[config.mk]
export PLATFORM = sky130hd
export DESIGN_NAME = bmw_scan
export DESIGN_NICKNAME = d
export VERILOG_FILES = /design/src/binary_morphology_window_unit_assert.svh /design/src/bmw_pkg.sv /design/src/bmw_scan.sv
export SDC_FILE = /design/constraint.sdc
export NUM_CORES = 1
export LEC_CHECK = 0
export ABC_CLOCK_PERIOD_IN_PS = 7800
export BUFFER_PORTS_ARGS = -buffer_cell sky130_fd_sc_hd__buf_2
export CAP_MARGIN = 25
export CELL_PAD_IN_SITES_DETAIL_PLACEMENT = 0
export CELL_PAD_IN_SITES_GLOBAL_PLACEMENT = 1
export CORE_ASPECT_RATIO = 1.4
export CORE_MARGIN = 2
export CORE_UTILIZATION = 37
export DETAILED_ROUTE_END_ITERATION = 6
export PLACE_DENSITY_LB_ADDON = 0.1
export SYNTH_ARGS = -nofsm -noshare
export SYNTH_HDL_FRONTEND = slang
export SYNTH_SLANG_ARGS = --single-unit
[constraint.sdc]
create_clock -name clock -period 7.8 [get_ports clock]
set_input_delay 1.56 -clock clock [delete_from_list [all_inputs] [get_ports clock]]
set_output_delay 1.56 -clock clock [all_outputs]
set_load 0.03 [all_outputs]
[src/binary_morphology_window_unit_assert.svh]
// Assertion macros shared by the morphology window design.
// Each macro takes a label, the clock, the reset, a condition and a consequence.
`ifndef BINARY_MORPHOLOGY_WINDOW_UNIT_ASSERT_SVH
`define BINARY_MORPHOLOGY_WINDOW_UNIT_ASSERT_SVH

// The consequence must hold in the same cycle as the condition.
`define BMW_ASSERT_IMPLY(name, clk, rst, ante, cons) \
   name: assert property (@(posedge clk) disable iff (rst) (ante) |-> (cons)) \
      else $error("binary morphology window check failed");

// The consequence must hold in the cycle after the condition.
`define BMW_ASSERT_NEXT(name, clk, rst, ante, cons) \
   name: assert property (@(posedge clk) disable iff (rst) (ante) |=> (cons)) \
      else $error("binary morphology window check failed");

`endif

[src/bmw_pkg.sv]
`default_nettype none

package bmw_pkg;

   // Image and kernel limits.
   localparam int MAX_WIDTH  = 1024;
   localparam int ROW_LIMIT  = 1024;
   localparam int MAX_KERNEL = 7;

   // Field widths.
   localparam int PIXEL_W    = 8;
   localparam int COL_W      = $clog2(MAX_WIDTH);
   localparam int ROW_W      = $clog2(ROW_LIMIT);
   localparam int SIZE_W     = 11;
   localparam int KSIZE_W    = 3;
   localparam int WIN_W      = MAX_KERNEL * MAX_KERNEL;
   localparam int LINE_W     = MAX_KERNEL - 1;
   localparam int CSR_IDX_W  = 3;
   localparam int CSR_DATA_W = 49;

   // Result values.
   localparam logic [PIXEL_W-1:0] VALUE_SET   = 8'd255;
   localparam logic [PIXEL_W-1:0] VALUE_CLEAR = 8'd0;

   // Configuration register indexes.
   typedef enum logic [CSR_IDX_W-1:0] {
      CSR_IMAGE_WIDTH  = 3'd0,
      CSR_IMAGE_HEIGHT = 3'd1,
      CSR_THRESHOLD    = 3'd2,
      CSR_OP_MODE      = 3'd3,
      CSR_KERNEL_ROWS  = 3'd4,
      CSR_KERNEL_COLS  = 3'd5,
      CSR_KERNEL_MASK  = 3'd6
   } csr_index_type;

   // Effective configuration seen by the datapath.
   typedef struct packed {
      logic [SIZE_W-1:0]  width;
      logic [SIZE_W-1:0]  height;
      logic [PIXEL_W-1:0] threshold;
      logic               op_mode;
      logic [KSIZE_W-1:0] span_rows;
      logic [KSIZE_W-1:0] span_cols;
      logic [WIN_W-1:0]   window_mask;
   } cfg_type;

   // Raster position of one request.
   typedef struct packed {
      logic [ROW_W-1:0] row;
      logic [COL_W-1:0] col;
      logic             last;
   } pos_type;

   // One request in the working stage.
   typedef struct packed {
      pos_type pos;
      logic    pix_bit;
   } item_type;

   // One result.
   typedef struct packed {
      logic [PIXEL_W-1:0] value;
      logic [ROW_W-1:0]   row;
      logic [COL_W-1:0]   col;
      logic               frame_end;
   } result_type;

   // Zero kernel size becomes one, even sizes drop to the next odd size.
   function automatic logic [KSIZE_W-1:0] eff_kernel(input logic [KSIZE_W-1:0] k);
      logic [KSIZE_W-1:0] res;
      if (k == '0) begin
         res = KSIZE_W'(1);
      end else if (k[0] == 1'b0) begin
         res = k - KSIZE_W'(1);
      end else begin
         res = k;
      end
      return res;
   endfunction

   // Zero image size becomes one, larger sizes clamp to the limit.
   function automatic logic [SIZE_W-1:0] eff_size(input logic [SIZE_W-1:0] v,
                                                  input logic [SIZE_W-1:0] lim);
      logic [SIZE_W-1:0] res;
      if (v == '0) begin
         res = SIZE_W'(1);
      end else if (v > lim) begin
         res = lim;
      end else begin
         res = v;
      end
      return res;
   endfunction

endpackage

`default_nettype wire

[src/bmw_scan.sv]
`default_nettype none

module bmw_scan (
   input  wire logic             clock,
   input  wire logic             reset,
   input  wire logic             accept,
   input  wire bmw_pkg::cfg_type cfg,
   output bmw_pkg::pos_type      pos
);

   logic [bmw_pkg::COL_W-1:0]  col_ff, col_in;
   logic [bmw_pkg::ROW_W-1:0]  row_ff, row_in;
   logic                       col_wrap;
   logic [bmw_pkg::SIZE_W-1:0] row_step;
   logic [bmw_pkg::COL_W-1:0]  col_cur;
   logic [bmw_pkg::ROW_W-1:0]  row_cur;
   logic [bmw_pkg::SIZE_W-1:0] col_next;
   logic [bmw_pkg::SIZE_W-1:0] row_next;

   // Wrap counters that lie beyond a shrunken image before using them.
   always_comb begin
      col_wrap = {1'b0, col_ff} >= cfg.width;
      row_step = col_wrap ? ({1'b0, row_ff} + bmw_pkg::SIZE_W'(1)) : {1'b0, row_ff};
      col_cur  = col_wrap ? '0 : col_ff;
      row_cur  = (row_step >= cfg.height) ? '0 : row_step[bmw_pkg::ROW_W-1:0];
   end

   // Advance to the next raster position.
   always_comb begin
      col_next = {1'b0, col_cur} + bmw_pkg::SIZE_W'(1);
      row_next = {1'b0, row_cur} + bmw_pkg::SIZE_W'(1);
      col_in   = col_ff;
      row_in   = row_ff;
      if (accept) begin
         if (col_next >= cfg.width) begin
            col_in = '0;
            row_in = (row_next >= cfg.height) ? '0 : row_next[bmw_pkg::ROW_W-1:0];
         end else begin
            col_in = col_next[bmw_pkg::COL_W-1:0];
            row_in = row_cur;
         end
      end
   end

   always_ff @(posedge clock) begin
      if (reset) begin
         col_ff <= '0;
         row_ff <= '0;
      end else begin
         col_ff <= col_in;
         row_ff <= row_in;
      end
   end

   assign pos.row  = row_cur;
   assign pos.col  = col_cur;
   assign pos.last = ({1'b0, row_cur} == cfg.height - bmw_pkg::SIZE_W'(1)) &&
                     ({1'b0, col_cur} == cfg.width - bmw_pkg::SIZE_W'(1));

endmodule

`default_nettype wire

==> out/metrics.csv <==
metric;value;unit
layout overhead on the synthesized area;30.6;%
power density over cell area;89.2;nW/µm²
endpoints failing hold;0;
r2r startpoint;col_ff[8];
hold path start;col_ff[0];
Layout Nets;681;
Yosys warning count;0;
die area;9760;µm²
Netlist cell types;62;
Seq/Total Area, Yosys;0.121;
largest fanout on the critical path;6;
initial antenna violation count;0;
Synth area leader;ha_1;
Static Leak;2.11;nW
vias in the first global route;3497;
number of remaining DRC errors;0;
Initial Util;0.383;
Hold Path Class;reg -> reg;
fin util;0.501;
share of layout cells above drive strength 1;0.275;
Initial DRC Count;147;
antenna-violating nets left;0;
gr ovfl total;0;
clock sinks;20;
Max stage delay cell, worst path;a41oi_2;
Max-Cap Viols;0;
minimum clock period;7.59;ns
row cnt;40;
Synth Cell Area;3320;µm²
Slew headroom;0.509;
Period Utilization, post-route;0.974;
Port Buffers;45;
syn nets;580;
delay-heaviest family, CP;compound AO/OA/AOI/OAI gates;
Inserted Clock Buffers;3;
first-pass GRT wire length;17200;µm
Syn Inst Count;442;
Worst-Skew Late Latency;0.26;ns
CTS tree;done;
antenna cell count;0;
R2R Path End;row_ff[5];
Required @ worst endpoint;6.24;ns
largest net degree at the start of global routing;37;
post-DP HPWL;9100;µm
CTS Buffer Depth;2;
core area;8660;µm²
WHS Endpoint;col_ff[0];
crit path buf inv count;6;
drt via density;5.46;
Final setup viols;0;
CP Launch Type;input pin;
routed len/inst;17.0;µm
worst setup path class;in -> out;
routability cong.;0.869;
most common cell after layout, fill and taps aside;buf_4;
crit-path cells;buf_2 -> inv_1 -> ha_1 -> nand2_2 -> nor3_4 -> a32oi_2 -> buf_6 -> buf_4 -> a211oi_2 -> xnor2_1 -> inv_1 -> ha_4 -> and3_4 -> nand4_1 -> a41oi_2 -> nor2_4 -> ha_4 -> o2111ai_1 -> a2111oi_2 -> o211ai_1 -> nor3b_2 -> o2111ai_2 -> a2111oi_4 -> buf_4;
Clock transition at path regs;0.06;ns
most frequently used flop master after synthesis;dfxtp_1;
most frequent cells in the layout;65 x buf_4, 46 x ha_1, 44 x inv_1, 44 x buf_2, 33 x nor2_1;
Max IR drop VDD;67.2;µV
Post-synth ARST share;0;
Highest Clock Rate;0.132;GHz
Avg Cell Area, Syn;7.51;µm²
Crit path depth;24;
GR Util All Layers;0.225;
Max Clock Skew;0.00657;ns
CP peak stage delay;0.32;ns
Seq cells post-synth;20;
final setup TNS;0;ns
drt first pass iters;4;
Slew Viols, Final;0;
Least-Margin Pin Slew;0.734;ns
Chip Width;84.1;µm
CP Capture Type;output pin;
H-Tree Depth;1;
EDFF count, synth;0;
Die Span Y;116;µm
Critical Path AT;6.03;ns
Worst Reg-to-Reg Cells;30;
worst hold path stage count;2;
status;finished, final reports clean;
top cells by area, synth;ha_1 18%, dfxtp_1 12%, xnor2_1 7.7%;
r2r setup slk;1.67;ns
via count;3531;
Clock Tree Root;clkbuf_16;
Total Routed Length;11000;µm
Synth top area share;0.185;
io pins;110;
## sequential cells by signal, indices dropped and copies added, names as in the netlist
name and flops:
col_ff 10, row_ff 10
## cell type report
| cell class | instances | area, µm² |
|---|---|---|
| Multi-Input combinational cell | 363 | 2810 |
| Tap cell | 105 | 131 |
| Sequential cell | 20 | 400 |
| Clock buffer | 3 | 75.1 |
| Fill cell | 901 | 4320 |
| Inverter | 45 | 169 |
| Timing Repair Buffer | 110 | 719 |
| Clock inverter | 1 | 30.0 |
## metal layers
layer / GRT usage / share of wire / up-vias
met1: 0.237 / 0.39 / 1626
met4: 0.0968 / 0.033 / 0
met2: 0.449 / 0.55 / 71
met5: 0 / 0 / -
li1: - / - / 1810
met3: 0.0171 / 0.026 / 24
## cells by family (layout without fill, tap and decap cells)
kind of cell,Yosys count,after routing,share of synthesized area
AOI/OAI and AO/OA,109,109,0.229
xor gates and xnor gates,42,42,0.111
adders and majority gates,49,49,0.185
buffers and inverters,59,159,0.0743
DFF,20,20,0.121
muxes,4,4,0.0128
and+or+nand+nor,159,159,0.268
## how the worst max path moves through the flow
stage	endpoint	from	slack (ns)
finish	pos[0]	cfg[83]	0.21
global route	pos[0]	cfg[83]	-0.08
CTS	pos[0]	cfg[77]	0.06
detailed placement	pos[0]	cfg[77]	-0.14
global placement	pos[0]	cfg[77]	-0.14
floorplan	pos[0]	cfg[84]	0.06
## report_power, final
group	internal, W	switching (W)	total, W
Sequential	0.000105	0.00000447	0.000110
Clock	0.000102	0.0000452	0.000147
Combinational	0.0000570	0.0000729	0.000130
Total	0.000264	0.000123	0.000387
## tightest hold or removal path, stage by stage (launching register included)
cell      delay (ns)
dfxtp_1         0.33
nand2b_1        0.07
a21oi_1         0.06
## metrics by stage
| step | power [W] | worst slack (ns) | instance area [µm²] | hold slack (ns) | std cells |
|---|---|---|---|---|---|
| 2_1_floorplan | 0.000186 | 0.0573 | 3340 | 0.468 | 442 |
| 3_3_place_gp | 0.000233 | -0.139 | 4070 | 0.492 | 638 |
| 3_5_place_dp | 0.000236 | -0.140 | 4070 | 0.503 | 638 |
| 4_1_cts | 0.000385 | 0.0559 | 4190 | 0.511 | 642 |
| 5_1_grt | 0.000408 | -0.0769 | 4340 | 0.528 | 647 |
| 6_report | 0.000387 | 0.205 | 4340 | 0.509 | 647 |
## timing repair
action / CTS / global route
pin swaps: 2 / 13
setup buffers: 0 / 5
hold buffers: 0 / 0
gates cloned: 0 / 0
setup endpoints to repair: 1 / 1
gates resized for setup: 5 / 19
## cells in the mapped netlist, types with 9 or more instances
master,number
nand3_1,22
a31oi_1,9
a211oi_1,10
a21oi_1,30
nand2b_1,10
and3_1,12
o21ai_0,13
nand2_1,24
xnor2_1,29
dfxtp_1,20
xor2_1,13
nor2_1,34
ha_1,49
inv_1,45
No activity file was read; power rests on OpenSTA's default activity.
