`config.mk`:
```
export PLATFORM = sky130hd
export DESIGN_NAME = bmw_window
export DESIGN_NICKNAME = d
export VERILOG_FILES = /design/src/binary_morphology_window_unit_assert.svh /design/src/bmw_pkg.sv /design/src/bmw_window.sv
export SDC_FILE = /design/constraint.sdc
export NUM_CORES = 1
export LEC_CHECK = 0
export BUFFER_PORTS_ARGS = -buffer_cell sky130_fd_sc_hd__buf_4
export CAP_MARGIN = 25
export CORE_MARGIN = 2
export CORE_UTILIZATION = 48
export DETAILED_ROUTE_END_ITERATION = 6
export GPL_TIMING_DRIVEN = 0
export PLACE_DENSITY = 0.91
export SETUP_SLACK_MARGIN = 0.05
export SLEW_MARGIN = 20
export SYNTH_ARGS = -nofsm -noshare
export SYNTH_HDL_FRONTEND = slang
export SYNTH_SLANG_ARGS = --single-unit
```
`constraint.sdc`:
```
create_clock -name clock -period 2.8 [get_ports clock]
set_input_delay 0.14 -clock clock [delete_from_list [all_inputs] [get_ports clock]]
set_output_delay 0.14 -clock clock [all_outputs]
set_load 0.03 [all_outputs]
```
`src/binary_morphology_window_unit_assert.svh`:
```
// Assertion macros shared by the morphology window design.
// Each macro takes a label, the clock, the reset, a condition and a consequence.
`ifndef BINARY_MORPHOLOGY_WINDOW_UNIT_ASSERT_SVH
`define BINARY_MORPHOLOGY_WINDOW_UNIT_ASSERT_SVH

// The consequence must hold in the same cycle as the condition.
`define BMW_ASSERT_IMPLY(name, clk, rst, ante, cons) \
   name: assert property (@(posedge clk) disable iff (rst) (ante) |-> (cons)) \
      else $error("binary morphology window check failed");

// The consequence must hold in the cycle after the condition.
`define BMW_ASSERT_NEXT(name, clk, rst, ante, cons) \
   name: assert property (@(posedge clk) disable iff (rst) (ante) |=> (cons)) \
      else $error("binary morphology window check failed");

`endif

```
`src/bmw_pkg.sv`:
```
`default_nettype none

package bmw_pkg;

   // Image and kernel limits.
   localparam int MAX_WIDTH  = 1024;
   localparam int ROW_LIMIT  = 1024;
   localparam int MAX_KERNEL = 7;

   // Field widths.
   localparam int PIXEL_W    = 8;
   localparam int COL_W      = $clog2(MAX_WIDTH);
   localparam int ROW_W      = $clog2(ROW_LIMIT);
   localparam int SIZE_W     = 11;
   localparam int KSIZE_W    = 3;
   localparam int WIN_W      = MAX_KERNEL * MAX_KERNEL;
   localparam int LINE_W     = MAX_KERNEL - 1;
   localparam int CSR_IDX_W  = 3;
   localparam int CSR_DATA_W = 49;

   // Result values.
   localparam logic [PIXEL_W-1:0] VALUE_SET   = 8'd255;
   localparam logic [PIXEL_W-1:0] VALUE_CLEAR = 8'd0;

   // Configuration register indexes.
   typedef enum logic [CSR_IDX_W-1:0] {
      CSR_IMAGE_WIDTH  = 3'd0,
      CSR_IMAGE_HEIGHT = 3'd1,
      CSR_THRESHOLD    = 3'd2,
      CSR_OP_MODE      = 3'd3,
      CSR_KERNEL_ROWS  = 3'd4,
      CSR_KERNEL_COLS  = 3'd5,
      CSR_KERNEL_MASK  = 3'd6
   } csr_index_type;

   // Effective configuration seen by the datapath.
   typedef struct packed {
      logic [SIZE_W-1:0]  width;
      logic [SIZE_W-1:0]  height;
      logic [PIXEL_W-1:0] threshold;
      logic               op_mode;
      logic [KSIZE_W-1:0] span_rows;
      logic [KSIZE_W-1:0] span_cols;
      logic [WIN_W-1:0]   window_mask;
   } cfg_type;

   // Raster position of one request.
   typedef struct packed {
      logic [ROW_W-1:0] row;
      logic [COL_W-1:0] col;
      logic             last;
   } pos_type;

   // One request in the working stage.
   typedef struct packed {
      pos_type pos;
      logic    pix_bit;
   } item_type;

   // One result.
   typedef struct packed {
      logic [PIXEL_W-1:0] value;
      logic [ROW_W-1:0]   row;
      logic [COL_W-1:0]   col;
      logic               frame_end;
   } result_type;

   // Zero kernel size becomes one, even sizes drop to the next odd size.
   function automatic logic [KSIZE_W-1:0] eff_kernel(input logic [KSIZE_W-1:0] k);
      logic [KSIZE_W-1:0] res;
      if (k == '0) begin
         res = KSIZE_W'(1);
      end else if (k[0] == 1'b0) begin
         res = k - KSIZE_W'(1);
      end else begin
         res = k;
      end
      return res;
   endfunction

   // Zero image size becomes one, larger sizes clamp to the limit.
   function automatic logic [SIZE_W-1:0] eff_size(input logic [SIZE_W-1:0] v,
                                                  input logic [SIZE_W-1:0] lim);
      logic [SIZE_W-1:0] res;
      if (v == '0) begin
         res = SIZE_W'(1);
      end else if (v > lim) begin
         res = lim;
      end else begin
         res = v;
      end
      return res;
   endfunction

endpackage

`default_nettype wire

```
`src/bmw_window.sv`:
```
`default_nettype none

module bmw_window (
   input  wire logic                            clock,
   input  wire logic                            reset,
   input  wire logic                            commit,
   input  wire bmw_pkg::item_type               item,
   input  wire logic [bmw_pkg::LINE_W-1:0]      line_rd,
   input  wire bmw_pkg::cfg_type                cfg,
   output logic                                 emit,
   output bmw_pkg::result_type                  result,
   output logic [bmw_pkg::LINE_W-1:0]           line_wr
);

   logic [bmw_pkg::WIN_W-1:0] window_ff, window_in;
   logic                      hit_any;
   logic                      hit_all;
   logic                      hit;

   // Shift every window row one column left; the new column enters on the
   // right, oldest line bit at the top and the current pixel at the bottom.
   always_comb begin
      for (int k = 0; k < bmw_pkg::MAX_KERNEL; k++) begin
         if (k == bmw_pkg::MAX_KERNEL - 1) begin
            window_in[k * bmw_pkg::MAX_KERNEL +: bmw_pkg::MAX_KERNEL] =
               {item.pix_bit,
                window_ff[k * bmw_pkg::MAX_KERNEL + 1 +: bmw_pkg::MAX_KERNEL - 1]};
         end else begin
            window_in[k * bmw_pkg::MAX_KERNEL +: bmw_pkg::MAX_KERNEL] =
               {line_rd[bmw_pkg::MAX_KERNEL - 2 - k],
                window_ff[k * bmw_pkg::MAX_KERNEL + 1 +: bmw_pkg::MAX_KERNEL - 1]};
         end
      end
   end

   // The column history for this position gains the current bit.
   assign line_wr = {line_rd[bmw_pkg::LINE_W-2:0], item.pix_bit};

   always_ff @(posedge clock) begin
      if (reset) begin
         window_ff <= '0;
      end else if (commit) begin
         window_ff <= window_in;
      end
   end

   // Apply the structuring element to the updated window.
   always_comb begin
      hit_any = |(window_in & cfg.window_mask);
      hit_all = &(window_in | ~cfg.window_mask);
      hit     = cfg.op_mode ? hit_all : hit_any;
   end

   // A result exists only when the whole element fits inside the image.
   assign emit = (item.pos.row >= bmw_pkg::ROW_W'(cfg.span_rows)) &&
                 (item.pos.col >= bmw_pkg::COL_W'(cfg.span_cols));

   assign result.value     = hit ? bmw_pkg::VALUE_SET : bmw_pkg::VALUE_CLEAR;
   assign result.row       = item.pos.row - bmw_pkg::ROW_W'(cfg.span_rows >> 1);
   assign result.col       = item.pos.col - bmw_pkg::COL_W'(cfg.span_cols >> 1);
   assign result.frame_end = item.pos.last;

endmodule

`default_nettype wire

```
==> results.md, run 1 <==
- Hold path depth: 3
- Max reg flops: 42
- CP delay by family, top: compound AO/OA/AOI/OAI gates
- Routed WL per cell: 15.7 um
- YS warnings: 0
- Initial antenna violation count: 0
- Share of flip-flops with an asynchronous set or reset: 0%
- Setup WS pre-CTS: between 600 and 700 ps
- Top flop regs: window_ff x42
- Clock Skews: 5.49 ps
- Hold_buf cts: 0
- Drt total wl: 8350 um
- Crit path capture type: output port
- Final worst-path cycle share: 85.7%
- Post-CTS sizing: 0
- Netlist cell types: 34
- PwrDens: a little over 400 mW/mm^2
- Dpl cells: 525
- Crit path time final: around 2400 ps
- Required time of the worst setup path: 2660 ps
- Layout cells sized above 1: 32.0%
- WP depth: 6
- FMAX: 417 MHz
- Synthesized area per cell: 8.19 um^2
- Critical Path Fanout Max: 8
- DR vias/cell: 5.49
- Number of antenna diodes: 0
- Register area share after synthesis: 30.7%
- Vias in the first global route: 2696
- Syn_nets: about 460
- Area contributors post-synth: dfxtp_1 31%, mux2i_1 15%, inv_1 8.4%, nor2_1 6.4%, o22ai_1 5.5%
- Status: finished clean
- Slowest-stage cell, CP: o22ai_1
- Rows: 27
- Hold crit path type: input pin to register
- Top cell type by total area after synthesis: dfxtp_1
- IO Count: around 150
- Unrepaired setup endpoints after global routing: no
- Layout net count: 589
- Die area: 0.00632 mm^2
- H-Tree Level Count: 2
- Most common cell after layout, fill and taps aside: buf_4
- Final setup violation count: 0
- Cell Count, Final, Fillers Out: roughly 530
- Global-route wire length before repair: 12700 um
- Layout area overhead: 40.1%
- Core area: 0.00551 mm^2
- Initial core utilization: 49.7%
- CP Class: register to output port
- Clock sink count: 42
- Slew of the pin with the lowest slew margin: 669 ps
- Rel. slew slack: 55.4%
- WP data arrival: roughly 2300 ps
- Type of origin of the critical path: register
- Most frequent cells in the layout: 134 x buf_4, 61 x inv_1, 47 x nor2_1
- Mapped Cells: 334
- 1st-pass router iterations: 5
- CTS buffer count: 5
- Total Neg Setup Slack: 0 ps
- Yosys top cell area share: a little under a third
- Count of max-cap constraint violations: 0
- Final hold violations: 0
- Port buffer count: 119
- Routed Antenna Nets: 0
- Final slew viol count: 0
- Die height: between 70 and 80 um
- Biggest register: window_ff
- Die Width: 79.5 um
- Root buf cell: clkbuf_8
- Max Root-Sink Buffers: 2
- Largest net degree at the start of global routing: 13
- DRC violations left: 0
- DR iter-0 viols: 264
- Gp weighted congestion: 0.973
- Hpwl dp: 6930 um
- GRT Util Overall: 26.1%
- Ys flop type: dfxtp_1
- Max IR drop VDD: 0.289 mV
- EDFF count, synth: 0
- R2R cell count: 2
- Clk slew on worst S/H paths: 80 ps
- Register bit count reported by yosys: 42
- Skew-Pair Late Insertion Delay: approximately 300 ps
- CP Cell Sequence: o22ai_1 > nor4_1 > nand4_1 > o22ai_1 > buf_4 > buf_4
- Via count: ~2.9k
- Netlist Area Pre-Place: 0.00274 mm^2
- Fin worst setup slack: 400 ps
- Setup Fix Bufs, Post-CTS: 0
- GRT overflow: 0
- Leakage power: 1.98 nW
- CP bufs+invs: 2
- CTS tree: yes
- Max incr delay on CP: 540 ps
worst reg2reg max path, cell delays in order, from the launching register on:
cell and delay (ps):
dfxtp_1 430, mux2i_1 110, nor2_1 130
area by class of cell:
type / instances / area [um^2]
Fill cell: 444 / 1670
Multi-Input combinational cell: 206 / 1510
Timing Repair Buffer: 119 / 893
Sequential cell: 42 / 841
Inverter: 61 / 229
Buffer: 25 / 155
Tap cell: 72 / 90.1
Clock buffer: 6 / 82.6
Clock inverter: 1 / 30.0
power breakdown:
group          total, mW  switching (mW)  internal [mW]
clock              0.489           0.204          0.285
combinational      0.458           0.240          0.218
sequential         0.625          0.0156          0.609
layer usage:
layer | vias to the layer above | global-route usage (%) | wire, um
met1 | 1317 | 29.9 | 3030
li1 | 1389 | - | -
met3 | 22 | 6.56 | 993
met5 | - | 0 | 0
met2 | 192 | 47.8 | 4180
met4 | 0 | 6.72 | 143
cell usage after synthesis, types with 5 or more instances:
master	count
a22oi_1	5
inv_1	61
nor2_1	47
a221oi_1	10
ha_1	10
dfxtp_1	42
xnor2_1	6
clkbuf_1	5
a22o_1	9
o22ai_1	24
mux2i_1	42
xor2_1	8
nor4_1	7
buf_4	15
nor3_1	6
path summary, 6_finish.rpt:
path | startpoint | slack, ps | end
max | window_ff[19] | 400 | result[27]
min | item[0] | 100 | window_ff[48]
max reg2reg | window_ff[19] | 2060 | window_ff[19]
min reg2reg | window_ff[1] | 550 | window_ff[1]
through the flow:
| stage | instance area (um^2) | util (%) | hold slack [ps] | power, mW |
|---|---|---|---|---|
| 5_1_grt | 3830 | 69.6 | 120 | 1.63 |
| 3_5_place_dp | 3720 | 67.6 | 413 | 1.09 |
| 2_1_floorplan | 2740 | - | 287 | 0.879 |
| 4_1_cts | 3830 | 69.6 | 108 | 1.57 |
| 6_report | 3830 | 69.6 | 102 | 1.57 |
| 3_3_place_gp | 3720 | 67.6 | 408 | 1.08 |
cells by family after synthesis:
logic type / share of synthesized area [%]
compound gates: 15.3
flops: 30.7
simple gates: 14.1
fa+ha+maj: 6.04
buf+inv: 14.0
mux: 15.4
xor+xnor: 4.48
Note: power is estimated with default switching activity, not from simulation.
==> run 2, diff against run 1 <==
- RECOVER_POWER: not set -> 50
==> run 2 against run 1 <==
Compared with the run above:
- clock power about the same
- sequential share of layout area increased by 0.22 points
- combinational power decreased by 2%
- final cell count unchanged
- via count decreased by 0.10%
- wire length decreased by 0.12%
- critical path type unchanged
- largest power group unchanged
- highest routed layer unchanged
==> results.md, run 2 (synthesis results as in run 1) <==
- Die Width: 79.5 um (unchanged)
- Core area: 0.00551 mm^2 (unchanged)
- Max incr delay on CP: 530 ps (about the same)
- FMAX: 422 MHz (+1.2%)
- Setup Fix Bufs, Post-CTS: 0 (unchanged)
- RR Startpoint: window_ff[19]
- Gp weighted congestion: 0.973 (unchanged)
- Type of origin of the critical path: register
- GRT overflow: 0 (unchanged)
- Unrepaired setup endpoints after global routing: no
- DR iter-0 viols: 273 (+3.4%)
- Hold_buf cts: 0 (unchanged)
- Routed Antenna Nets: 0 (unchanged)
- Biggest register: window_ff
- Slew of the pin with the lowest slew margin: 736 ps (+66.3 ps)
- CP Cell Sequence: o22ai_1 > nor4_1 > nand4_1 > o22ai_1 > buf_4 > buf_4
- Drt total wl: 8340 um (-0.12%)
- Layout cells sized above 1: 29.1% (-2.8 points)
- Routed WL per cell: 15.7 um (-0.12%)
- Placed inst area: 0.00372 mm^2 (unchanged)
- Layout net count: 589 (unchanged)
- Final Instance Area: 0.00379 mm^2 (-1.0%)
- Fin worst setup slack: 428 ps (+28.4 ps)
- Layout area overhead: 38.6%
- Root buf cell: clkbuf_8
- DRC violations left: 0 (unchanged)
- Critical Path Fanout Max: 8 (unchanged)
- Die height: 79.5 um (unchanged)
- Global-route wire length before repair: 12700 um (unchanged)
- Port buffer count: 119 (unchanged)
- Initial antenna violation count: 0 (unchanged)
- Final hold violations: 0 (unchanged)
- Via count: 2917 (-0.10%)
- Crit path time final: 2370 ps (-28.4 ps)
- Rows: 27 (unchanged)
- Top flop regs: window_ff x42
- Largest net degree at the start of global routing: 13 (unchanged)
- Post-CTS sizing: 0 (unchanged)
- Hold path startpoint: item[0]
- CTS tree: yes
- Skew-Pair Late Insertion Delay: 300 ps (about the same)
- Clock Skews: 6.09 ps (+0.596 ps)
- Status: finished clean
- Clk slew on worst S/H paths: 80 ps (about the same)
- Hpwl dp: 6930 um (unchanged)
- Overall Power: 1.56 mW (-0.59%)
- Hold crit path type: input pin to register
- H-Tree Level Count: 2 (unchanged)
- Final slew viol count: 0 (unchanged)
- Fill cells: 457 (+2.9%)
- Initial core utilization: 49.7% (unchanged)
- Leakage power: 1.94 nW (-2.2%)
- Crit path capture type: output port
- Number of antenna diodes: 0 (unchanged)
- Max reg flops: 42 (unchanged)
- Cell Count, Final, Fillers Out: 532 (unchanged)
- Max IR drop VDD: 0.287 mV (-0.65%)
- IO Count: 153 (unchanged)
- Count of max-cap constraint violations: 0 (unchanged)
- PwrDens: 412 mW/mm^2 (+0.43%)
- Vias in the first global route: 2696 (unchanged)
- Most frequent cells in the layout: 125 x buf_4, 61 x inv_1, 47 x nor2_1
- DR vias/cell: 5.48 (-0.10%)
- 1st-pass router iterations: 7 (+2)
- Clock sink count: 42 (unchanged)
- Total Neg Setup Slack: 0 ps (unchanged)
- Rel. slew slack: 51.0% (-4.4 points)
- Final setup violation count: 0 (unchanged)
- WP data arrival: 2230 ps (-30 ps)
- Final worst-path cycle share: 84.7% (-1.0 points)
- Dpl cells: 525 (unchanged)
- Slowest-stage cell, CP: o22ai_1
- Worst hold slack: 102 ps (+0.386 ps)
- Worst Setup SP: window_ff[19]
- GRT Util Overall: 26.1% (unchanged)
- CTS buffer count: 5 (unchanged)
- Required time of the worst setup path: 2660 ps (about the same)
- Max Root-Sink Buffers: 2 (unchanged)
- CP Class: register to output port
- Die area: 0.00632 mm^2 (unchanged)
- Fin util: 68.9% (-0.70 points)
- Most common cell after layout, fill and taps aside: buf_4
- Setup WS pre-CTS: 685 ps (unchanged)
-- run 2: changes by cell type in the layout (fill, tap and decap cells not counted), sizes merged --
cell / before / now
buf: 139 / 126
clkbuf: 11 / 24
-- run 2: layout make-up --
cell class | instances | area [um^2] | share of cell area (%)
multi-input cells | 206 | 1510 | 39.8
repair buffers | 119 | 860 | 22.7
flip-flops and latches | 42 | 841 | 22.2
inverters | 61 | 229 | 6.04
plain buffers | 25 | 150 | 3.96
well taps | 72 | 90.1 | 2.37
clock buffers | 6 | 82.6 | 2.18
clock inverters | 1 | 30.0 | 0.792
-- run 2: critical path, delay by kind of cell (launching register included) --
kind | cells | cell delay, ps
AND/OR/NAND/NOR | 2 | 490
buffers and inverters | 2 | 370
flip-flops | 1 | 430
AO/OA/AOI/OAI | 2 | 650
-- run 2: worst paths after layout --
kind	endpoint	slack, ps	cells after the start
worst max-delay path	result[27]	430	6
worst min-delay path	window_ff[48]	100	3
worst max register to register	window_ff[19]	2050	2
worst min register to register	window_ff[1]	550	2
-- run 2: report_power, final --
group          internal (mW)  total (mW)  switching, mW  leakage (nW)
clock network          0.285       0.487          0.202        0.0573
logic                  0.211       0.451          0.240          1.54
registers              0.609       0.625         0.0154         0.340
-- run 2: layer usage --
layer / track usage [%] / part of all wire [%]
met1: 29.9 / 37
met2: 47.8 / 50
met3: 6.56 / 11
met4: 6.72 / 1.4
met5: 0 / 0
