==> config.mk <==
export PLATFORM = sky130hd
export DESIGN_NAME = bmw_csr
export DESIGN_NICKNAME = d
export VERILOG_FILES = /design/src/binary_morphology_window_unit_assert.svh /design/src/bmw_pkg.sv /design/src/bmw_csr.sv
export SDC_FILE = /design/constraint.sdc
export NUM_CORES = 1
export LEC_CHECK = 0
export BUFFER_PORTS_ARGS = -buffer_cell sky130_fd_sc_hd__buf_4
export CAP_MARGIN = 20
export CORE_MARGIN = 4
export CORE_UTILIZATION = 45
export DETAILED_ROUTE_END_ITERATION = 16
export PLACE_DENSITY_LB_ADDON = 0.25
export SETUP_SLACK_MARGIN = 0.15
export SYNTH_ARGS = -nofsm -noshare
export SYNTH_HDL_FRONTEND = slang
export SYNTH_SLANG_ARGS = --single-unit
==> constraint.sdc <==
create_clock -name clock -period 4.3 [get_ports clock]
set_input_delay 0 -clock clock [delete_from_list [all_inputs] [get_ports clock]]
set_output_delay 0 -clock clock [all_outputs]
set_load 0.03 [all_outputs]
==> src/binary_morphology_window_unit_assert.svh <==
// Assertion macros shared by the morphology window design.
// Each macro takes a label, the clock, the reset, a condition and a consequence.
`ifndef BINARY_MORPHOLOGY_WINDOW_UNIT_ASSERT_SVH
`define BINARY_MORPHOLOGY_WINDOW_UNIT_ASSERT_SVH

// The consequence must hold in the same cycle as the condition.
`define BMW_ASSERT_IMPLY(name, clk, rst, ante, cons) \
   name: assert property (@(posedge clk) disable iff (rst) (ante) |-> (cons)) \
      else $error("binary morphology window check failed");

// The consequence must hold in the cycle after the condition.
`define BMW_ASSERT_NEXT(name, clk, rst, ante, cons) \
   name: assert property (@(posedge clk) disable iff (rst) (ante) |=> (cons)) \
      else $error("binary morphology window check failed");

`endif

==> src/bmw_pkg.sv <==
`default_nettype none

package bmw_pkg;

   // Image and kernel limits.
   localparam int MAX_WIDTH  = 1024;
   localparam int ROW_LIMIT  = 1024;
   localparam int MAX_KERNEL = 7;

   // Field widths.
   localparam int PIXEL_W    = 8;
   localparam int COL_W      = $clog2(MAX_WIDTH);
   localparam int ROW_W      = $clog2(ROW_LIMIT);
   localparam int SIZE_W     = 11;
   localparam int KSIZE_W    = 3;
   localparam int WIN_W      = MAX_KERNEL * MAX_KERNEL;
   localparam int LINE_W     = MAX_KERNEL - 1;
   localparam int CSR_IDX_W  = 3;
   localparam int CSR_DATA_W = 49;

   // Result values.
   localparam logic [PIXEL_W-1:0] VALUE_SET   = 8'd255;
   localparam logic [PIXEL_W-1:0] VALUE_CLEAR = 8'd0;

   // Configuration register indexes.
   typedef enum logic [CSR_IDX_W-1:0] {
      CSR_IMAGE_WIDTH  = 3'd0,
      CSR_IMAGE_HEIGHT = 3'd1,
      CSR_THRESHOLD    = 3'd2,
      CSR_OP_MODE      = 3'd3,
      CSR_KERNEL_ROWS  = 3'd4,
      CSR_KERNEL_COLS  = 3'd5,
      CSR_KERNEL_MASK  = 3'd6
   } csr_index_type;

   // Effective configuration seen by the datapath.
   typedef struct packed {
      logic [SIZE_W-1:0]  width;
      logic [SIZE_W-1:0]  height;
      logic [PIXEL_W-1:0] threshold;
      logic               op_mode;
      logic [KSIZE_W-1:0] span_rows;
      logic [KSIZE_W-1:0] span_cols;
      logic [WIN_W-1:0]   window_mask;
   } cfg_type;

   // Raster position of one request.
   typedef struct packed {
      logic [ROW_W-1:0] row;
      logic [COL_W-1:0] col;
      logic             last;
   } pos_type;

   // One request in the working stage.
   typedef struct packed {
      pos_type pos;
      logic    pix_bit;
   } item_type;

   // One result.
   typedef struct packed {
      logic [PIXEL_W-1:0] value;
      logic [ROW_W-1:0]   row;
      logic [COL_W-1:0]   col;
      logic               frame_end;
   } result_type;

   // Zero kernel size becomes one, even sizes drop to the next odd size.
   function automatic logic [KSIZE_W-1:0] eff_kernel(input logic [KSIZE_W-1:0] k);
      logic [KSIZE_W-1:0] res;
      if (k == '0) begin
         res = KSIZE_W'(1);
      end else if (k[0] == 1'b0) begin
         res = k - KSIZE_W'(1);
      end else begin
         res = k;
      end
      return res;
   endfunction

   // Zero image size becomes one, larger sizes clamp to the limit.
   function automatic logic [SIZE_W-1:0] eff_size(input logic [SIZE_W-1:0] v,
                                                  input logic [SIZE_W-1:0] lim);
      logic [SIZE_W-1:0] res;
      if (v == '0) begin
         res = SIZE_W'(1);
      end else if (v > lim) begin
         res = lim;
      end else begin
         res = v;
      end
      return res;
   endfunction

endpackage

`default_nettype wire

==> src/bmw_csr.sv <==
`default_nettype none

module bmw_csr (
   input  wire logic                             clock,
   input  wire logic                             reset,
   input  wire logic                             csr_valid,
   output logic                                  csr_ready,
   input  wire logic [bmw_pkg::CSR_IDX_W-1:0]    csr_index,
   input  wire logic [bmw_pkg::CSR_DATA_W-1:0]   csr_data,
   output bmw_pkg::cfg_type                      cfg
);

   logic [bmw_pkg::SIZE_W-1:0]  width_ff, width_in;
   logic [bmw_pkg::SIZE_W-1:0]  height_ff, height_in;
   logic [bmw_pkg::PIXEL_W-1:0] threshold_ff, threshold_in;
   logic                        op_mode_ff, op_mode_in;
   logic [bmw_pkg::KSIZE_W-1:0] krows_ff, krows_in;
   logic [bmw_pkg::KSIZE_W-1:0] kcols_ff, kcols_in;
   logic [bmw_pkg::WIN_W-1:0]   kmask_ff, kmask_in;
   logic [bmw_pkg::WIN_W-1:0]   window_mask_ff, window_mask_in;
   logic                        csr_write;

   // Place the element mask in the bottom right corner of the window and drop
   // bits outside the effective element.
   function automatic logic [bmw_pkg::WIN_W-1:0] align_mask(
      input logic [bmw_pkg::WIN_W-1:0]   mask,
      input logic [bmw_pkg::KSIZE_W-1:0] kr,
      input logic [bmw_pkg::KSIZE_W-1:0] kc
   );
      logic [bmw_pkg::KSIZE_W-1:0] orow;
      logic [bmw_pkg::KSIZE_W-1:0] ocol;
      logic [5:0]                  shift;
      logic [bmw_pkg::WIN_W-1:0]   shifted;
      logic [bmw_pkg::WIN_W-1:0]   region;
      orow    = bmw_pkg::KSIZE_W'(bmw_pkg::MAX_KERNEL) - kr;
      ocol    = bmw_pkg::KSIZE_W'(bmw_pkg::MAX_KERNEL) - kc;
      shift   = 6'(orow) * 6'(bmw_pkg::MAX_KERNEL) + 6'(ocol);
      shifted = mask << shift;
      for (int wr = 0; wr < bmw_pkg::MAX_KERNEL; wr++) begin
         for (int wc = 0; wc < bmw_pkg::MAX_KERNEL; wc++) begin
            region[wr * bmw_pkg::MAX_KERNEL + wc] =
               (bmw_pkg::KSIZE_W'(wr) >= orow) && (bmw_pkg::KSIZE_W'(wc) >= ocol);
         end
      end
      return shifted & region;
   endfunction

   assign csr_ready = 1'b1;
   assign csr_write = csr_valid && csr_ready;

   // Register write decode; sizes are stored in their effective form.
   always_comb begin
      width_in     = width_ff;
      height_in    = height_ff;
      threshold_in = threshold_ff;
      op_mode_in   = op_mode_ff;
      krows_in     = krows_ff;
      kcols_in     = kcols_ff;
      kmask_in     = kmask_ff;
      if (csr_write) begin
         unique case (bmw_pkg::csr_index_type'(csr_index))
            bmw_pkg::CSR_IMAGE_WIDTH: begin
               width_in = bmw_pkg::eff_size(csr_data[bmw_pkg::SIZE_W-1:0],
                                            bmw_pkg::SIZE_W'(bmw_pkg::MAX_WIDTH));
            end
            bmw_pkg::CSR_IMAGE_HEIGHT: begin
               height_in = bmw_pkg::eff_size(csr_data[bmw_pkg::SIZE_W-1:0],
                                             bmw_pkg::SIZE_W'(bmw_pkg::ROW_LIMIT));
            end
            bmw_pkg::CSR_THRESHOLD: begin
               threshold_in = csr_data[bmw_pkg::PIXEL_W-1:0];
            end
            bmw_pkg::CSR_OP_MODE: begin
               op_mode_in = csr_data[0];
            end
            bmw_pkg::CSR_KERNEL_ROWS: begin
               krows_in = bmw_pkg::eff_kernel(csr_data[bmw_pkg::KSIZE_W-1:0]);
            end
            bmw_pkg::CSR_KERNEL_COLS: begin
               kcols_in = bmw_pkg::eff_kernel(csr_data[bmw_pkg::KSIZE_W-1:0]);
            end
            bmw_pkg::CSR_KERNEL_MASK: begin
               kmask_in = csr_data[bmw_pkg::WIN_W-1:0];
            end
            default: begin
            end
         endcase
      end
   end

   // The aligned mask is registered from the stored element, following it in the next cycle.
   assign window_mask_in = align_mask(kmask_ff, krows_ff, kcols_ff);

   always_ff @(posedge clock) begin
      if (reset) begin
         width_ff       <= bmw_pkg::SIZE_W'(bmw_pkg::MAX_WIDTH);
         height_ff      <= bmw_pkg::SIZE_W'(bmw_pkg::ROW_LIMIT);
         threshold_ff   <= bmw_pkg::PIXEL_W'(127);
         op_mode_ff     <= 1'b0;
         krows_ff       <= bmw_pkg::KSIZE_W'(3);
         kcols_ff       <= bmw_pkg::KSIZE_W'(3);
         kmask_ff       <= bmw_pkg::WIN_W'(511);
         window_mask_ff <= align_mask(bmw_pkg::WIN_W'(511), bmw_pkg::KSIZE_W'(3),
                                      bmw_pkg::KSIZE_W'(3));
      end else begin
         width_ff       <= width_in;
         height_ff      <= height_in;
         threshold_ff   <= threshold_in;
         op_mode_ff     <= op_mode_in;
         krows_ff       <= krows_in;
         kcols_ff       <= kcols_in;
         kmask_ff       <= kmask_in;
         window_mask_ff <= window_mask_in;
      end
   end

   assign cfg.width       = width_ff;
   assign cfg.height      = height_ff;
   assign cfg.threshold   = threshold_ff;
   assign cfg.op_mode     = op_mode_ff;
   assign cfg.span_rows   = krows_ff - bmw_pkg::KSIZE_W'(1);
   assign cfg.span_cols   = kcols_ff - bmw_pkg::KSIZE_W'(1);
   assign cfg.window_mask = window_mask_ff;

endmodule

`default_nettype wire

==> reports/metrics.yaml, run 1 <==
global_route:
  grt_pass1_wl_um: 35200
  grt_max_degree: 77
  grt_pass1_vias: 6292
  grt_util_all_layers: 0.2480
  grt-ovfl-total: 0
  antenna_found_initial: 0
place:
  place.gp.congestion: 0.9469
  hpwl_um: 15800
  io_buffers: 138
critical_path:
  cp.arrival_ns: 4.03
  r2r_slack_ns: 0.59
  cp_cell_sequence: "fa_1 > inv_1 > fa_2 > buf_4 > mux2i_1 > mux2i_1 > mux4_1 > a31o_1"
  critPathMaxStageDelay_ns: 0.86
  start_kind: "flop"
  worstPathRequired_ns: 4.62
  cp-end-kind: "flop"
  critPathBufInv: 2
  crit_family: "adder cells"
  critical_path_class: "flop to flop"
  cp_max_fo: 16
  cp_common_cell: "mux2i_1"
  crit_slowest_cell: "fa_2"
drt:
  vias: 6725
  ant_nets: 0
  dr.pass1.iters: 6
  avgRoutedWirePerCell_um: 18.45
  drc: 0
  drt_iter0_drc: 763
  vias_per_cell: 5.549
  wl_um: 22360
synthesis:
  synth-edff-count: 0
  synth_area_leaders: "dfxtp_1 (37%), nand2_1 (9.3%), mux4_2 (6.9%), mux2i_1 (6.9%), a21oi_1 (5.6%)"
  synthFlopType: "dfxtp_1"
  syn-cell-area_mm2: 0.007136
  synth_top_area_cell: "dfxtp_1"
  synthArstFlopShare: 0
  synth.distinct_cells: 59
  synth_area_per_cell_um2: 8.618
  synth_most_common_cell: "nand2_1"
  syn_inst: 828
  post_synth_most_frequent_cells: "nand2_1 (176), dfxtp_1 (133), a21oi_1 (80)"
  yosysSeqAreaShare: 0.3731
  synth_top_area_share: 0.3731
  ys.warnings.count: 0
  synth_seq_cells: 133
sta:
  rsz0062_at_grt: "no"
  timing.hold.ws_ns: 0.1241
  max_freq_ghz: 0.2692
  drv_slew: 0
  slew_headroom: 0.3801
  clock_skew_ns: 0.01059
  hold_violations: 0
  worst_pin_slew_ns: 0.9299
  fin_tns_setup_ns: 0
  fin_crit_ns: 3.715
  fin_crit_sh: 0.8639
  setup_viol: 0
cells_and_area:
  n_fill_cell: 1362
  seq_area_mm2: 0.002663
  diodes: 0
  drive_gt1_frac: 0.2498
  utilization: 0.6104
  layout.nets: 1061
  multi_input_area_mm2: 0.004076
  area_growth_pct: 31.49
cts:
  cts.sinks: 133
  cts.clk_slew.worst_paths_ns: 0.06
  clock_latency_ns: 0.43
  cts_buffers: 17
  clock_path_buffers: 2
  cts_hold_buffers: 52
  postCtsSetupRepairBufs: 0
  cts-htree-levels: 4
  clockRootBuffer: "clkbuf_16"
  ctsResizeCount: 0
  cts_tree: "done"
die:
  chipWidth_um: 133.9
  io_pins: 142
  die_area_mm2: 0.01794
  initial_core_util: 0.4642
  std_cell_rows: 45
  coreArea_mm2: 0.01537
  die_y_um: 133.9
power:
  power_density_mw_per_mm2: 383.0
  p_leak_nw: 3.801
  worst_ir_drop_vdd_mv: 0.2834
status:
  status: "finished clean"
run:
  maxCapViolCount: 0
worst_hold_path:
  hp-class: "input pin to flop"
## worst register-to-register path, cell delays in order, from the launching register on
cell,delay [ns]
dfxtp_1,0.46
fa_1,0.60
inv_1,0.07
fa_2,0.86
buf_4,0.33
mux2i_1,0.25
mux2i_1,0.24
mux4_1,0.58
a31o_1,0.22
## through the flow
step / setup slack (ns) / cell area [um2] / total power, mW / cells
final: 0.5853 / 9383 / 3.594 / 1212
after CTS: 0.5963 / 9383 / 3.588 / 1212
after detailed placement: 0.6200 / 8230 / 2.005 / 1128
after floorplan: 0.9046 / 7143 / 1.802 / 830
after global routing: 0.4733 / 9383 / 3.712 / 1212
after global placement: 0.7147 / 8230 / 2.003 / 1128
## layout make-up
cell class / instances / area share
multi-input combinational: 612 / 0.4345
sequential: 133 / 0.2838
timing repair buffer: 207 / 0.1795
clock buffer: 18 / 0.04574
tap: 211 / 0.02814
clock inverter: 14 / 0.02160
inverter: 17 / 0.006801
## power by group
part	internal [mW]	total, mW	switching, mW
Combinational	0.298	0.740	0.442
Sequential	1.27	1.29	0.0278
Clock	0.977	1.56	0.581
## placed cells by master (no fill, tap or decap), types with 22 or more instances in the layout
cell	count
mux2i_1	49
dlygate4sd3_1	52
nor2_1	45
buf_4	155
nand3_1	38
o21ai_0	25
nor3_1	23
mux4_2	22
a21oi_1	80
mux2_2	32
dfxtp_1	133
nand2_1	176
## kinds of logic (layout without fill, tap and decap cells)
kind of cell,count (synthesis),after routing,share of synthesized area
xor gates and xnor gates,6,6,0.01105
other,2,4,0.001052
adders and majority gates,19,19,0.03507
DFF,133,133,0.3731
muxes,105,105,0.1960
buffers and inverters,85,256,0.05839
and+or+nand+nor,326,326,0.1995
AOI/OAI and AO/OA,152,152,0.1257
## metal layers
layer | track usage | wire (um) | vias to the layer above
li1 | - | - | 3205
met1 | 0.3422 | 9774 | 3086
met2 | 0.3661 | 9664 | 371
met3 | 0.06452 | 2098 | 63
met4 | 0.1097 | 821 | 0
met5 | 0 | 0 | -
## flip-flops by register name, summed over array words and instances (netlist names)
signal / count
width_ff: 11
window_mask_ff: 49
height_ff: 11
kmask_ff: 49
threshold_ff: 8
krows_ff: 2
kcols_ff: 2
op_mode_ff: 1
## worst paths after layout
check                             startpoint            endpoint  cells after the start
worst max-delay path             krows_ff[2]  window_mask_ff[46]                      8
worst min-delay path            csr_index[2]         kcols_ff[2]                      5
worst max register to register   krows_ff[2]  window_mask_ff[46]                      8
worst min register to register   width_ff[1]         width_ff[1]                      2
Power figures use the tool's default switching activity.
==> run 2: changes to the inputs <==
--- a/config.mk
+++ b/config.mk
@@ -11,6 +11,7 @@
 export CORE_UTILIZATION = 45
 export DETAILED_ROUTE_END_ITERATION = 16
 export PLACE_DENSITY_LB_ADDON = 0.25
+export REMOVE_ABC_BUFFERS = 1
 export SETUP_SLACK_MARGIN = 0.15
 export SYNTH_ARGS = -nofsm -noshare
 export SYNTH_HDL_FRONTEND = slang
==> run 2 against run 1 <==
Compared with the run above: first-iteration DRC count fell by 25%; utilization rose by 0.56 points; sequential power barely moved; clock power rose by 4%; cell count rose by 0.33%; via count rose by 1.5%; global-route usage fell by 0.37 points; die area did not move; critical path type unchanged; highest routed layer unchanged.
==> reports/metrics.yaml, run 2 (synthesis gave the netlist of run 1 again) <==
critical_path:
  cp.arrival_ns: 4.00  # -0.03 ns
  crit_slowest_cell: "fa_2"
  worstPathRequired_ns: 4.62  # about the same
  critPathMaxStageDelay_ns: 0.90  # +0.04 ns
  cp_max_fo: 18  # +2
  cp-end-kind: "flop"
  critical_path_class: "flop to flop"
  cp_cell_sequence: "fa_1 > inv_1 > fa_2 > buf_4 > mux2_2 > nor2_1 > a21oi_1 > mux4_1 > a31o_1"
  start_kind: "flop"
  r2r_slack_ns: 0.62  # +0.04 ns
cells_and_area:
  area_growth_pct: 32.70
  layout.nets: 1065  # +0.38%
  diodes: 0  # unchanged
  final_cell_mix: "nand2_1 (176), buf_4 (156), dfxtp_1 (133), a21oi_1 (80), dlygate4sd3_1 (54)"
  multi_input_area_mm2: 0.004081  # +0.12%
  seq_area_mm2: 0.002663  # unchanged
  reg_top3: "kmask_ff x49, window_mask_ff x49"
  utilization: 0.6160  # +0.005617
  n_fill_cell: 1298  # -4.7%
  final_common_cell: "nand2_1"
  drive_gt1_frac: 0.2517  # +0.001991
drt:
  avgRoutedWirePerCell_um: 18.02  # -2.3%
  ant_nets: 0  # unchanged
  vias: 6826  # +1.5%
  wl_um: 21910  # -2.0%
  dr.pass1.iters: 6  # unchanged
  vias_per_cell: 5.613  # +1.2%
  drc: 0  # unchanged
  drt_iter0_drc: 573  # -25%
sta:
  fin_crit_sh: 0.8550  # -0.008880
  timing.hold.ws_ns: 0.1418  # +0.01773 ns
  setup_viol: 0  # unchanged
  hold_violations: 0  # unchanged
  rsz0062_at_grt: "no"
  fin_crit_ns: 3.676  # -0.03818 ns
  max_freq_ghz: 0.2720  # +1.0%
  drv_slew: 0  # unchanged
  setup_ws_ns: 0.6235  # +0.03819 ns
  worst_pin_slew_ns: 0.9933  # +0.06343 ns
  fin_tns_setup_ns: 0  # unchanged
  slew_headroom: 0.3362  # -0.04386
  clock_skew_ns: 0.01104  # +0.0004463 ns
run:
  maxCapViolCount: 0  # unchanged
place:
  io_buffers: 138  # unchanged
  pre_cts_slack_ns: 0.6024  # -0.01764 ns
  place.gp.congestion: 0.9683  # +2.3%
  hpwl_um: 15460  # -2.1%
status:
  status: "finished clean"
cts:
  cts.sinks: 133  # unchanged
  cts_tree: "done"
  postCtsSetupRepairBufs: 0  # unchanged
  cts_buffers: 17  # unchanged
  cts-htree-levels: 4  # unchanged
  clock_path_buffers: 2  # unchanged
  cts.clk_slew.worst_paths_ns: 0.06  # about the same
  clock_latency_ns: 0.43  # about the same
  clockRootBuffer: "clkbuf_16"
global_route:
  antenna_found_initial: 0  # unchanged
  grt_util_all_layers: 0.2444  # -0.003663
  grt_max_degree: 52  # -32%
  grt_pass1_wl_um: 34850  # -1.0%
  grt_pass1_vias: 6481  # +3.0%
  grt-ovfl-total: 0  # unchanged
die:
  std_cell_rows: 45  # unchanged
  die_y_um: 133.9  # unchanged
  io_pins: 142  # unchanged
  chipWidth_um: 133.9  # unchanged
  coreArea_mm2: 0.01537  # unchanged
  die_area_mm2: 0.01794  # unchanged
  initial_core_util: 0.4642  # unchanged
power:
  power_density_mw_per_mm2: 386.4  # +0.88%
  worst_ir_drop_vdd_mv: 0.2977  # +5.0%
  p_leak_nw: 3.850  # +1.3%
worst_hold_path:
  hp-class: "input pin to flop"
## run 2: repair_timing
action	CTS	global route
endpoints found under the hold margin	80	0
endpoints found under the setup margin	0	0
resized for setup	0	0
hold buffers	54	0
## run 2: final timing paths
| path | cells after the start | to | startpoint |
|---|---|---|---|
| hold reg to reg | 2 | kmask_ff[45] | kmask_ff[45] |
| setup / recovery | 9 | window_mask_ff[46] | krows_ff[2] |
| setup reg to reg | 9 | window_mask_ff[46] | krows_ff[2] |
| hold / removal | 5 | kcols_ff[2] | csr_valid |
## run 2: per-layer routing
layer | GRT usage | up-vias | wire, um
met3 | 0.07089 | 51 | 2118
li1 | - | 3226 | -
met5 | 0 | - | 0
met4 | 0.08229 | 0 | 555
met2 | 0.3852 | 349 | 9926
met1 | 0.3229 | 3200 | 9310
## run 2: metrics by stage
step / instance area [um2] / total power [mW] / std cells
after global routing: 9469 / 3.795 / 1216
after CTS: 9469 / 3.671 / 1216
after detailed placement: 8263 / 2.000 / 1130
final: 9469 / 3.658 / 1216
after floorplan: 6790 / 1.753 / 762
after global placement: 8263 / 1.998 / 1130
## run 2: critical path, delay by kind of cell (launching register included)
family	cells	cell delay [ns]
multiplexers	2	0.87
adder cells (fa/ha/maj)	2	1.50
buffers and inverters	2	0.36
AO/OA/AOI/OAI	2	0.31
AND/OR/NAND/NOR	1	0.09
flip-flops	1	0.45
## run 2: area by class of cell
| cell class | instances | share of cell area |
|---|---|---|
| Multi-Input combinational cell | 612 | 0.4310 |
| Sequential cell | 133 | 0.2812 |
| Timing Repair Buffer | 211 | 0.1829 |
| Clock buffer | 20 | 0.04929 |
| Tap cell | 211 | 0.02788 |
| Clock inverter | 12 | 0.02101 |
| Inverter | 17 | 0.006739 |
## run 2: power breakdown
group / switching, mW / leakage, nW / internal, mW
combinational: 0.438 / 2.45 / 0.303
clock: 0.553 / 0.326 / 1.07
sequential: 0.0227 / 1.08 / 1.27
total: 1.01 / 3.85 / 2.65
